File: src/hdl/tme_pkg.sv
// Shared types and constants of the truncated mean engine.
// Holds the transfer payload structs, register indexes and status codes.
// No dependencies.
package tme_pkg;

  localparam int unsigned SAMPLE_BITS = 24;
  localparam int unsigned FRAC_BITS   = 15;
  localparam int unsigned FRAC_W      = 16;
  localparam int unsigned MEAN_W      = 25;
  localparam int unsigned STATUS_W    = 2;
  localparam int unsigned USED_W      = 7;
  localparam int unsigned CFG_IDX_W   = 1;

  localparam logic [CFG_IDX_W-1:0] CFG_LOWER = 1'd0;
  localparam logic [CFG_IDX_W-1:0] CFG_UPPER = 1'd1;

  localparam logic [FRAC_W-1:0] LOWER_RESET = 16'd0;
  localparam logic [FRAC_W-1:0] UPPER_RESET = 16'd22938;

  localparam logic [STATUS_W-1:0] STATUS_OK    = 2'd0;
  localparam logic [STATUS_W-1:0] STATUS_EMPTY = 2'd1;
  localparam logic [STATUS_W-1:0] STATUS_DROP  = 2'd2;

  typedef struct packed {
    logic [SAMPLE_BITS-1:0] sample;
    logic                   last;
  } tme_in_t;

  typedef struct packed {
    logic [MEAN_W-1:0]   mean;
    logic [STATUS_W-1:0] status;
    logic [USED_W-1:0]   segments_used;
  } tme_out_t;

  typedef enum logic [2:0] {
    ST_LOAD,
    ST_BOUNDS,
    ST_HOLD_I,
    ST_CMP,
    ST_ACC,
    ST_DIV,
    ST_DONE
  } tme_state_e;

endpackage

File: src/hdl/truncated_mean_engine_unit.sv
// Truncated mean engine: collects a set of samples, ranks them, sums a rank
// window and divides by the scaled set size with a bit-serial divider.
// Depends on tme_pkg.
//
//   channel  direction  signals                             meaning
//   in       input      in_valid_i, in_stall_o, in_data_i    one sample per transfer
//   out      output     out_valid_o, out_stall_i, out_data_o one result per set
//   cfg      input      cfg_we_i, cfg_idx_i, cfg_data_i      rank fraction writes
//
// Samples load at one per cycle while the block is not busy. After the last
// sample the block works through bounds, ranking and divide: the single compare
// unit ranks each sample against all n, and the divider retires one quotient
// bit per cycle; an empty window skips ranking and divide.
// Reset clears the set and the output; the sample memory needs no clearing.
// The input stalls while busy; a pending result only blocks the next result.
module truncated_mean_engine_unit #(
  parameter int unsigned MAX_SEGMENTS = 64
) (
  input  logic                             clk_i,
  input  logic                             rst_ni,
  input  logic                             in_valid_i,
  output logic                             in_stall_o,
  input  tme_pkg::tme_in_t                 in_data_i,
  output logic                             out_valid_o,
  input  logic                             out_stall_i,
  output tme_pkg::tme_out_t                out_data_o,
  input  logic                             cfg_we_i,
  input  logic [tme_pkg::CFG_IDX_W-1:0]    cfg_idx_i,
  input  logic [tme_pkg::FRAC_W-1:0]       cfg_data_i
);

  localparam int unsigned AW     = (MAX_SEGMENTS > 1) ? $clog2(MAX_SEGMENTS) : 1;
  localparam int unsigned CNT_W  = $clog2(MAX_SEGMENTS + 1);
  localparam int unsigned D_W    = CNT_W + tme_pkg::FRAC_W;
  localparam int unsigned LO_W   = CNT_W + 1;
  localparam int unsigned HI_W   = D_W + 1 - tme_pkg::FRAC_BITS;
  localparam int unsigned SUM_W  = tme_pkg::SAMPLE_BITS + CNT_W;
  localparam int unsigned QW     = SUM_W + tme_pkg::FRAC_BITS;
  localparam int unsigned STEP_W = $clog2(QW);

  tme_pkg::tme_state_e state_q, state_d;

  logic [CNT_W-1:0]                count_q, count_d;
  logic                            ovf_q, ovf_d;
  logic [tme_pkg::FRAC_W-1:0]      lower_q, upper_q;
  logic [LO_W-1:0]                 lo_q, lo_d;
  logic [CNT_W-1:0]                hi_q, hi_d;
  logic [D_W-1:0]                  d_q, d_d;
  logic                            empty_q, empty_d;
  logic [AW-1:0]                   i_q, i_d, j_q, j_d, rank_q, rank_d;
  logic [tme_pkg::SAMPLE_BITS-1:0] vi_q, vi_d;
  logic [SUM_W-1:0]                sum_q, sum_d;
  logic [QW-1:0]                   shreg_q, shreg_d;
  logic [D_W-1:0]                  rem_q, rem_d;
  logic [STEP_W-1:0]               step_q, step_d;
  logic                            out_valid_q, out_valid_d;
  tme_pkg::tme_out_t               out_data_q, out_data_d;

  logic [tme_pkg::SAMPLE_BITS-1:0] sample_mem_q [MAX_SEGMENTS];
  logic [tme_pkg::SAMPLE_BITS-1:0] rd_data_q;
  logic [AW-1:0]                   rd_addr;
  logic                            wr_en;

  logic                            in_fire;
  logic [AW-1:0]                   last_idx;
  logic [D_W-1:0]                  prod_lo, prod_hi;
  logic [D_W:0]                    hi_round;
  logic [HI_W-1:0]                 hi_raw;
  logic [LO_W-1:0]                 lo_calc;
  logic [CNT_W-1:0]                hi_calc;
  logic                            rank_less;
  logic                            in_window;
  logic [SUM_W-1:0]                sum_acc;
  logic [D_W:0]                    rem_sh;
  logic                            rem_ge;
  logic [tme_pkg::MEAN_W-1:0]      mean_sat;

  assign in_stall_o  = (state_q != tme_pkg::ST_LOAD);
  assign in_fire     = in_valid_i && !in_stall_o;
  assign wr_en       = in_fire && (count_q < CNT_W'(MAX_SEGMENTS));
  assign out_valid_o = out_valid_q;
  assign out_data_o  = out_data_q;
  assign last_idx    = AW'(count_q - 1'b1);

  assign prod_lo  = D_W'(count_q) * D_W'(lower_q);
  assign prod_hi  = D_W'(count_q) * D_W'(upper_q);
  assign lo_calc  = LO_W'(prod_lo >> tme_pkg::FRAC_BITS);
  assign hi_round = {1'b0, prod_hi} + (D_W + 1)'((1 << tme_pkg::FRAC_BITS) - 1);
  assign hi_raw   = HI_W'(hi_round >> tme_pkg::FRAC_BITS);
  assign hi_calc  = (hi_raw > HI_W'(count_q)) ? count_q : CNT_W'(hi_raw);

  assign rank_less = (rd_data_q < vi_q) || ((rd_data_q == vi_q) && (j_q < i_q));
  assign in_window = (LO_W'(rank_q) >= lo_q) && (CNT_W'(rank_q) < hi_q);
  assign sum_acc   = in_window ? (sum_q + SUM_W'(vi_q)) : sum_q;

  assign rem_sh   = {rem_q, shreg_q[QW-1]};
  assign rem_ge   = (rem_sh >= {1'b0, d_q});
  assign mean_sat = (|shreg_q[QW-1:tme_pkg::MEAN_W]) ? '1 : shreg_q[tme_pkg::MEAN_W-1:0];

  always_ff @(posedge clk_i) begin
    if (wr_en) begin
      sample_mem_q[AW'(count_q)] <= in_data_i.sample;
    end
    rd_data_q <= sample_mem_q[rd_addr];
  end

  always_ff @(posedge clk_i or negedge rst_ni) begin
    if (!rst_ni) begin
      lower_q <= tme_pkg::LOWER_RESET;
      upper_q <= tme_pkg::UPPER_RESET;
    end else if (cfg_we_i) begin
      case (cfg_idx_i)
        tme_pkg::CFG_LOWER: lower_q <= cfg_data_i;
        tme_pkg::CFG_UPPER: upper_q <= cfg_data_i;
        default: ;
      endcase
    end
  end

  always_ff @(posedge clk_i or negedge rst_ni) begin
    if (!rst_ni) begin
      state_q     <= tme_pkg::ST_LOAD;
      count_q     <= '0;
      ovf_q       <= 1'b0;
      out_valid_q <= 1'b0;
    end else begin
      state_q     <= state_d;
      count_q     <= count_d;
      ovf_q       <= ovf_d;
      out_valid_q <= out_valid_d;
    end
  end

  always_ff @(posedge clk_i) begin
    lo_q       <= lo_d;
    hi_q       <= hi_d;
    d_q        <= d_d;
    empty_q    <= empty_d;
    i_q        <= i_d;
    j_q        <= j_d;
    rank_q     <= rank_d;
    vi_q       <= vi_d;
    sum_q      <= sum_d;
    shreg_q    <= shreg_d;
    rem_q      <= rem_d;
    step_q     <= step_d;
    out_data_q <= out_data_d;
  end

  always_comb begin
    state_d     = state_q;
    count_d     = count_q;
    ovf_d       = ovf_q;
    lo_d        = lo_q;
    hi_d        = hi_q;
    d_d         = d_q;
    empty_d     = empty_q;
    i_d         = i_q;
    j_d         = j_q;
    rank_d      = rank_q;
    vi_d        = vi_q;
    sum_d       = sum_q;
    shreg_d     = shreg_q;
    rem_d       = rem_q;
    step_d      = step_q;
    out_data_d  = out_data_q;
    out_valid_d = out_valid_q && out_stall_i;
    rd_addr     = '0;

    case (state_q)
      tme_pkg::ST_LOAD: begin
        if (in_fire) begin
          if (wr_en) begin
            count_d = count_q + 1'b1;
          end else begin
            ovf_d = 1'b1;
          end
          if (in_data_i.last) begin
            state_d = tme_pkg::ST_BOUNDS;
          end
        end
      end
      tme_pkg::ST_BOUNDS: begin
        lo_d    = lo_calc;
        hi_d    = hi_calc;
        d_d     = prod_hi;
        empty_d = (prod_hi == '0) || (lo_calc >= LO_W'(hi_calc));
        i_d     = '0;
        sum_d   = '0;
        state_d = ((prod_hi == '0) || (lo_calc >= LO_W'(hi_calc))) ?
                  tme_pkg::ST_DONE : tme_pkg::ST_HOLD_I;
      end
      tme_pkg::ST_HOLD_I: begin
        vi_d    = rd_data_q;
        j_d     = '0;
        rank_d  = '0;
        state_d = tme_pkg::ST_CMP;
      end
      tme_pkg::ST_CMP: begin
        rd_addr = AW'(j_q + 1'b1);
        if (rank_less) begin
          rank_d = rank_q + 1'b1;
        end
        j_d = AW'(j_q + 1'b1);
        if (j_q == last_idx) begin
          state_d = tme_pkg::ST_ACC;
        end
      end
      tme_pkg::ST_ACC: begin
        rd_addr = AW'(i_q + 1'b1);
        sum_d   = sum_acc;
        i_d     = AW'(i_q + 1'b1);
        if (i_q == last_idx) begin
          shreg_d = {sum_acc, {tme_pkg::FRAC_BITS{1'b0}}};
          rem_d   = '0;
          step_d  = '0;
          state_d = tme_pkg::ST_DIV;
        end else begin
          state_d = tme_pkg::ST_HOLD_I;
        end
      end
      tme_pkg::ST_DIV: begin
        rem_d   = rem_ge ? D_W'(rem_sh - {1'b0, d_q}) : rem_sh[D_W-1:0];
        shreg_d = {shreg_q[QW-2:0], rem_ge};
        step_d  = step_q + 1'b1;
        if (step_q == STEP_W'(QW - 1)) begin
          state_d = tme_pkg::ST_DONE;
        end
      end
      tme_pkg::ST_DONE: begin
        if (!out_valid_q || !out_stall_i) begin
          out_valid_d              = 1'b1;
          out_data_d.mean          = empty_q ? '0 : mean_sat;
          out_data_d.status        = empty_q ? tme_pkg::STATUS_EMPTY :
                                     (ovf_q ? tme_pkg::STATUS_DROP : tme_pkg::STATUS_OK);
          out_data_d.segments_used = tme_pkg::USED_W'(count_q);
          count_d                  = '0;
          ovf_d                    = 1'b0;
          state_d                  = tme_pkg::ST_LOAD;
        end
      end
      default: begin
        state_d = tme_pkg::ST_LOAD;
      end
    endcase
  end

endmodule

File: config.mk
export PLATFORM = sky130hd
export DESIGN_NAME = truncated_mean_engine_unit
export DESIGN_NICKNAME = d
export VERILOG_FILES = /design/src/hdl/tme_pkg.sv /design/src/hdl/truncated_mean_engine_unit.sv
export SDC_FILE = /design/constraint.sdc
export NUM_CORES = 2
export LEC_CHECK = 0
export ABC_AREA = 1
export BUFFER_PORTS_ARGS = -buffer_cell sky130_fd_sc_hd__buf_2
export CAP_MARGIN = 20
export CORE_MARGIN = 2
export CORE_UTILIZATION = 45
export DETAILED_ROUTE_END_ITERATION = 10
export PLACE_DENSITY = 0.59
export SLEW_MARGIN = 40
export SYNTH_ARGS = -nofsm -noshare
export SYNTH_HDL_FRONTEND = slang
export SYNTH_SLANG_ARGS = --single-unit
File: constraint.sdc
create_clock -name clk_i -period 10.2 [get_ports clk_i]
set_input_delay 0.51 -clock clk_i [delete_from_list [all_inputs] [get_ports clk_i]]
set_output_delay 0.51 -clock clk_i [all_outputs]
set_load 0.01 [all_outputs]
Yosys cells after proc, flatten, opt, wreduce, memory -nomap -nowiden:

Memory sizes are Yosys's and may differ from the RTL's. A register that Yosys moved wholly into a read port is not among the register bits.
Index checks and enable logic that the tools add are counted.

* register bits: 265
* bits in writable memories: 1536
* input port bits: 47
* output and inout bits: 36
* logic and storage cells: 125
* memories: 1

* add/sub/neg operators: 9
* multipliers: 2
* order comparisons: 8
* eq/ne operators: 19
* muxes and demuxes: 37
* bitwise logic cells: 1
* reductions and logical operators: 27

Memory list
* sample_mem_q: words 64, width 24, read ports 1, clocked after memory_dff 1, wr ports 1, line truncated_mean_engine_unit.sv:59 `logic [tme_pkg::SAMPLE_BITS-1:0] sample_mem_q [MAX_SEGMENTS];`

Operators by type and width (number)
* one-hot mux 46 bit (2 select lines): 1
* one-hot mux 31 bit (2 select lines): 1
* one-hot mux 6 bit (2 select lines): 5
* multiplier 7 x 16 -> 23 bit: 2
* two-way mux 23 bit: 2
* two-way mux 46 bit: 1
* one-hot mux 23 bit (2 select lines): 1
* adder 31 x 24 -> 31 bit: 1
* two-way mux 31 bit: 1
* two-way mux 7 bit: 4
* two-way mux 25 bit: 1
* adder 23 x 15 -> 24 bit (second input constant): 1
* adder 6 x 1 -> 6 bit (second input constant): 4
* equality test 24 bit: 1
* >= comparator 24 x 23 -> 1 bit: 1
* less-than comparator 24 bit: 1
* logical NOT 23 bit: 1
* subtractor 23 bit: 1
* two-way mux 3 bit: 7
* one-hot mux 3 bit (7 select lines): 1
* OR reduction 21 bit: 1
* != test 2 bit (second input constant): 9
* one-hot mux 7 bit (2 select lines): 1
* equality test 6 bit: 2
* 26 further kinds: 52

Logic depth before layout (Yosys ltp):

* word-level depth: 8
* gate-level depth with buffers: 60
* mapped depth without buffers: 57

Worst setup path before layout:

No wires, ideal clock.

* path type: flip-flop to flip-flop
* from: register count_q[4]
* to: register state_q[2]
* setup time: 0.122 ns
* data arrival time: 6.929 ns
* data required time: 10.078 ns
* setup slack: 3.149 ns
* cell stages (with the launch flop): 52
* path buffers: 3
* clock period less this slack: 7.051 ns
* path through: dfrtp_1 -> clkbuf_1 -> buf_1 -> nand2_1 -> fa_1 -> fa_1 -> inv_1 -> fa_1 -> inv_1 -> fa_1 -> inv_1 -> ha_1 -> nand2_1 -> nor2_1 -> nand2_1 -> nand3_1 -> xor2_1 -> nand3_1 -> (+16 left out) -> nand2_1 -> nand2_1 -> nand2_1 -> nand2_1 -> nand2_1 -> nand2_1 -> nand2_1 -> nand2_1 -> nand2_1 -> nand2_1 -> nand2_1 -> nand2_1 -> nor2_1 -> nand2_1 -> nand2_1 -> nand2_1 -> nand2_1 -> nand2_1

* longest elaborated chain between the ends: 8
* elaborated cells on any way between the ends: 16
* classes of those cells: add/sub (2); mul (2); order compare (2); eq/ne (3); mux (4); reduce/logical (3)

Ends and longest elaborated chain
* start, declared: line truncated_mean_engine_unit.sv:43 `logic [CNT_W-1:0] count_q, count_d;`
* start signal, assigned: line truncated_mean_engine_unit.sv:128 `count_q <= count_d;`
* multiplier 7 x 16 -> 23 bit: line truncated_mean_engine_unit.sv:86 `assign prod_hi = D_W'(count_q) * D_W'(upper_q);`
* adder 23 x 15 -> 24 bit: line truncated_mean_engine_unit.sv:88 `assign hi_round = {1'b0, prod_hi} + (D_W + 1)'((1 << tme_pkg::FRAC_BITS) - 1);`
* greater-than comparator 9 x 7 -> 1 bit: line truncated_mean_engine_unit.sv:90 `assign hi_calc = (hi_raw > HI_W'(count_q)) ? count_q : CNT_W'(hi_raw);`
* two-way mux 7 bit *: line truncated_mean_engine_unit.sv:90
* net hi_calc[0]: line truncated_mean_engine_unit.sv:70 `logic [CNT_W-1:0] hi_calc;`
* >= comparator 8 x 7 -> 1 bit *: line truncated_mean_engine_unit.sv:190 `state_d = ((prod_hi == '0) || (lo_calc >= LO_W'(hi_calc))) ?`
* logical OR 1 bit *: line truncated_mean_engine_unit.sv:190
* two-way mux 3 bit *: line truncated_mean_engine_unit.sv:190
* one-hot mux 3 bit (7 select lines) *: line truncated_mean_engine_unit.sv:170 `case (state_q)`
* end signal, assigned: line truncated_mean_engine_unit.sv:122 `state_q <= tme_pkg::ST_LOAD;`
* end signal, assigned: line truncated_mean_engine_unit.sv:127 `state_q <= state_d;`
* end, declared: line truncated_mean_engine_unit.sv:41 `tme_pkg::tme_state_e state_q, state_d;`

Mark *: on every way through the listed nets, which the timed path passes. The rest lies on a longest branch.
A chain may end at the register's enable or synchronous reset.

Final worst setup path:

Ends and elaborated chain as after synthesis.

==> impl_results.md <==
* Synthesized cell area at 83600 um^2
* Worst path max stage delay at 520 ps
* Die area at around 190000 um^2
* Initial antenna violation count at 8
* Post-route insts no fill at 9919
* Final global-route overflow total at 0
* Placer Congestion at just under 0.9
* Period utilization at 0.757
* Yosys top cell area share at 0.631
* R2r worst-path depth at 49
* Warnings, synthesis at 0
* Tmin final at approximately 7700 ps
* Clock sinks at 1825
* CP Capture Type: register
* Slew headroom at 0.419
* Tot Pwr at 23.6 mW
* Worst r2r src: count_q[4]$_DFFE_PN0P_
* Avg WL per Cell at about 23 um
* Vias in the first global route at approximately 54000
* Critical Path Most Common Cell: nand2_1
* Setup crit end: state_q[2]$_DFFE_PN0P_
* Die Wd at ~440 um
* Final setup viols at 0
* Layout area overhead at 11.1%
* Status: completed
* Hold_ws at 57.6 ps
* Worst setup path start: count_q[4]$_DFFE_PN0P_
* Most common cell after layout, fill and taps aside: edfxtp_1
* Max FO, Critical Path at 40
* Asr flop ratio synth at 0.0241
* Seq. cell area at roughly 54000 um^2
* CTS root buf: clkbuf_16
* # nets final at ~7700
* # rows at 158
* Syn Inst Count at 7279
* Clk_lat worst skew at 850 ps
* I/O Pins at 83
* RSZ-0062 raised after global routing: false
* Synth Area per Inst at approximately 11 um^2
* Setup Skew at 37.6 ps
* H-Tree Depth at 4
* Slew @ Worst Pin at between 800 and 900 ps
* Clock Pin Slew Worst Setup and Hold Paths at 70 ps
* Final setup TNS at 0 ps
* Max-cap violations at 0
* Cts repair resizes at 0
* DRT Wirelength at 225000 um
* Yosys reg bits at about 1800
* Worst setup SP type: register
* Share of layout cells above drive strength 1 at 0.0821
* Number of synthesized flops with an enable pin at 1757
* Worst path depth at 49
* R2R setup slack at ~2500 ps
* # fillers at approximately 16000
* Max IR drop VDD at approximately 0.00016 V
* Setup CP Type: reg2reg
* First-pass GRT wire length at about 340000 um
* PnR worst setup slack at approximately 2500 ps
* Diodes inserted at 0
* Multi-input logic area at about 25000 um^2
* Clock Path Buffers at 3
* Area after DPL at 86800 um^2
* TritonRoute pass-1 iters at 5
* Final HPWL DP at 128000 um
* Required @ worst endpoint at about 11000 ps
* Hold Path Stages at 3
* Final Instance Area at roughly 93000 um^2
* Net Count, Synth at 7653
* Synth cell types at 56
* CTS tree: built
* Final hold violation count at 0
* Crit-path leading delay family: adder cells
* Vias at 55500
* Post-placement cell count at between 9000 and 10000
* # DRC at 0
* Area contributors post-synth: edfxtp_1, o21ai_0, nor2_1
* Cell accounting for the most synthesized area: edfxtp_1
* Seq/Total Area, Yosys at 0.650
* Pre-CTS setup slack at roughly 2500 ps
* Crit-path slowest cell: fa_1
* Crit path arrival time at around 8400 ps
* CTS Hold Bufs at 15
* DR iter-0 viols at roughly 5900
* Buffers inserted by post-CTS timing repair at 0
* Most frequent cells in the layout: edfxtp_1, nor2_1, o21ai_0
* Worst Hold Class: in2reg
* Initial Utilization at 0.452
* GRT Total Usage at 0.234
* Post-route ant nets at 0
* Utilization after layout at 0.502
* IO buf count at 82
* Core area at roughly 190000 um^2
* Max Slew Vio Count at 0
* Die height at between 400 and 500 um
* Leakage at ~34 nW
* Crit path buffers/inverters at 5
* Reg2reg end: state_q[2]$_DFFE_PN0P_
* FMAX at around 130 MHz
* CTS Buf Count at around 190
* Drt via density at 5.60
* Largest net degree at the start of global routing at about 200
* Pwr dens at about 250 nW/um^2
* Most common flop cell mapped by yosys: edfxtp_1
[Yosys cell counts, drive strengths merged, types with 24 or more instances]
cell and number:
o22ai 169, xnor2 26, nand3 252, o21ai 945, nand4 38, dfxtp 24, nand2 783, dfrtp 36
xor2 27, a21oi 263, edfxtp 1757, ha 188, fa 139, nor3 26, clkbuf 245, o221ai 50
o211ai 366, nor2 954, buf 181, inv 720
[state kept, by name, summed over array words and instances, names as in the netlist, 16 cells and up]
register,flops
sample_mem_q,1536
shreg_q,46
out_data_o,34
sum_q,31
rd_data_q,24
vi_q,24
d_q,23
rem_q,23
lower_q,16
upper_q,16
[worst register-to-register path, delay by kind of cell (launching register included)]
family	cells	cell delay [ps]
fa+ha+maj	7	2890
simple gates	32	2800
buf+inv	5	630
xor+xnor	2	530
compound gates	3	450
flops	1	320
[cell families (layout without fill, tap and decap cells)]
family	count (synthesis)	in the layout	share of synthesized area
compound gates	1840	1840	0.128
fa+ha+maj	327	327	0.0614
flops	1825	1825	0.650
buf+inv	1148	1308	0.0548
xor+xnor	53	53	0.00555
simple gates	2086	2086	0.100
[power by group]
| part | internal, mW | switching, mW | total [mW] |
|---|---|---|---|
| Sequential | 8.79 | 0.261 | 9.05 |
| Combinational | 2.40 | 5.53 | 7.93 |
| Clock | 3.74 | 2.91 | 6.65 |
[per-layer routing]
metal	wire, um	vias up	part of all wire	GRT usage
met1	97300	27500	0.43	0.324
li1	-	25900	-	-
met2	106000	1884	0.47	0.385
met5	0	-	0	0
met3	14500	326	0.065	0.0336
met4	6500	0	0.029	0.0691
[final cells by class]
cell class	count	share of cell area
inverters	722	0.0295
repair buffers	245	0.0201
multi-input cells	4306	0.269
well taps	2480	0.0334
clock inverters	112	0.0100
flip-flops and latches	1825	0.585
clock buffers	229	0.0534
[worst min path at each step]
stage                          start                      to  slack (ps)
6_report               cfg_data_i[2]  lower_q[2]$_DFFE_PN0P_          60
5_1_grt                cfg_data_i[3]  lower_q[3]$_DFFE_PN0P_          60
4_1_cts                cfg_data_i[3]  lower_q[3]$_DFFE_PN0P_          10
3_5_place_dp   rd_data_q[23]$_DFF_P_      vi_q[23]$_DFFE_PP_         420
3_3_place_gp   rd_data_q[19]$_DFF_P_      vi_q[19]$_DFFE_PP_         420
2_1_floorplan                 rst_ni  count_q[0]$_DFFE_PN0P_         210
Power figures use the tool's default switching activity.
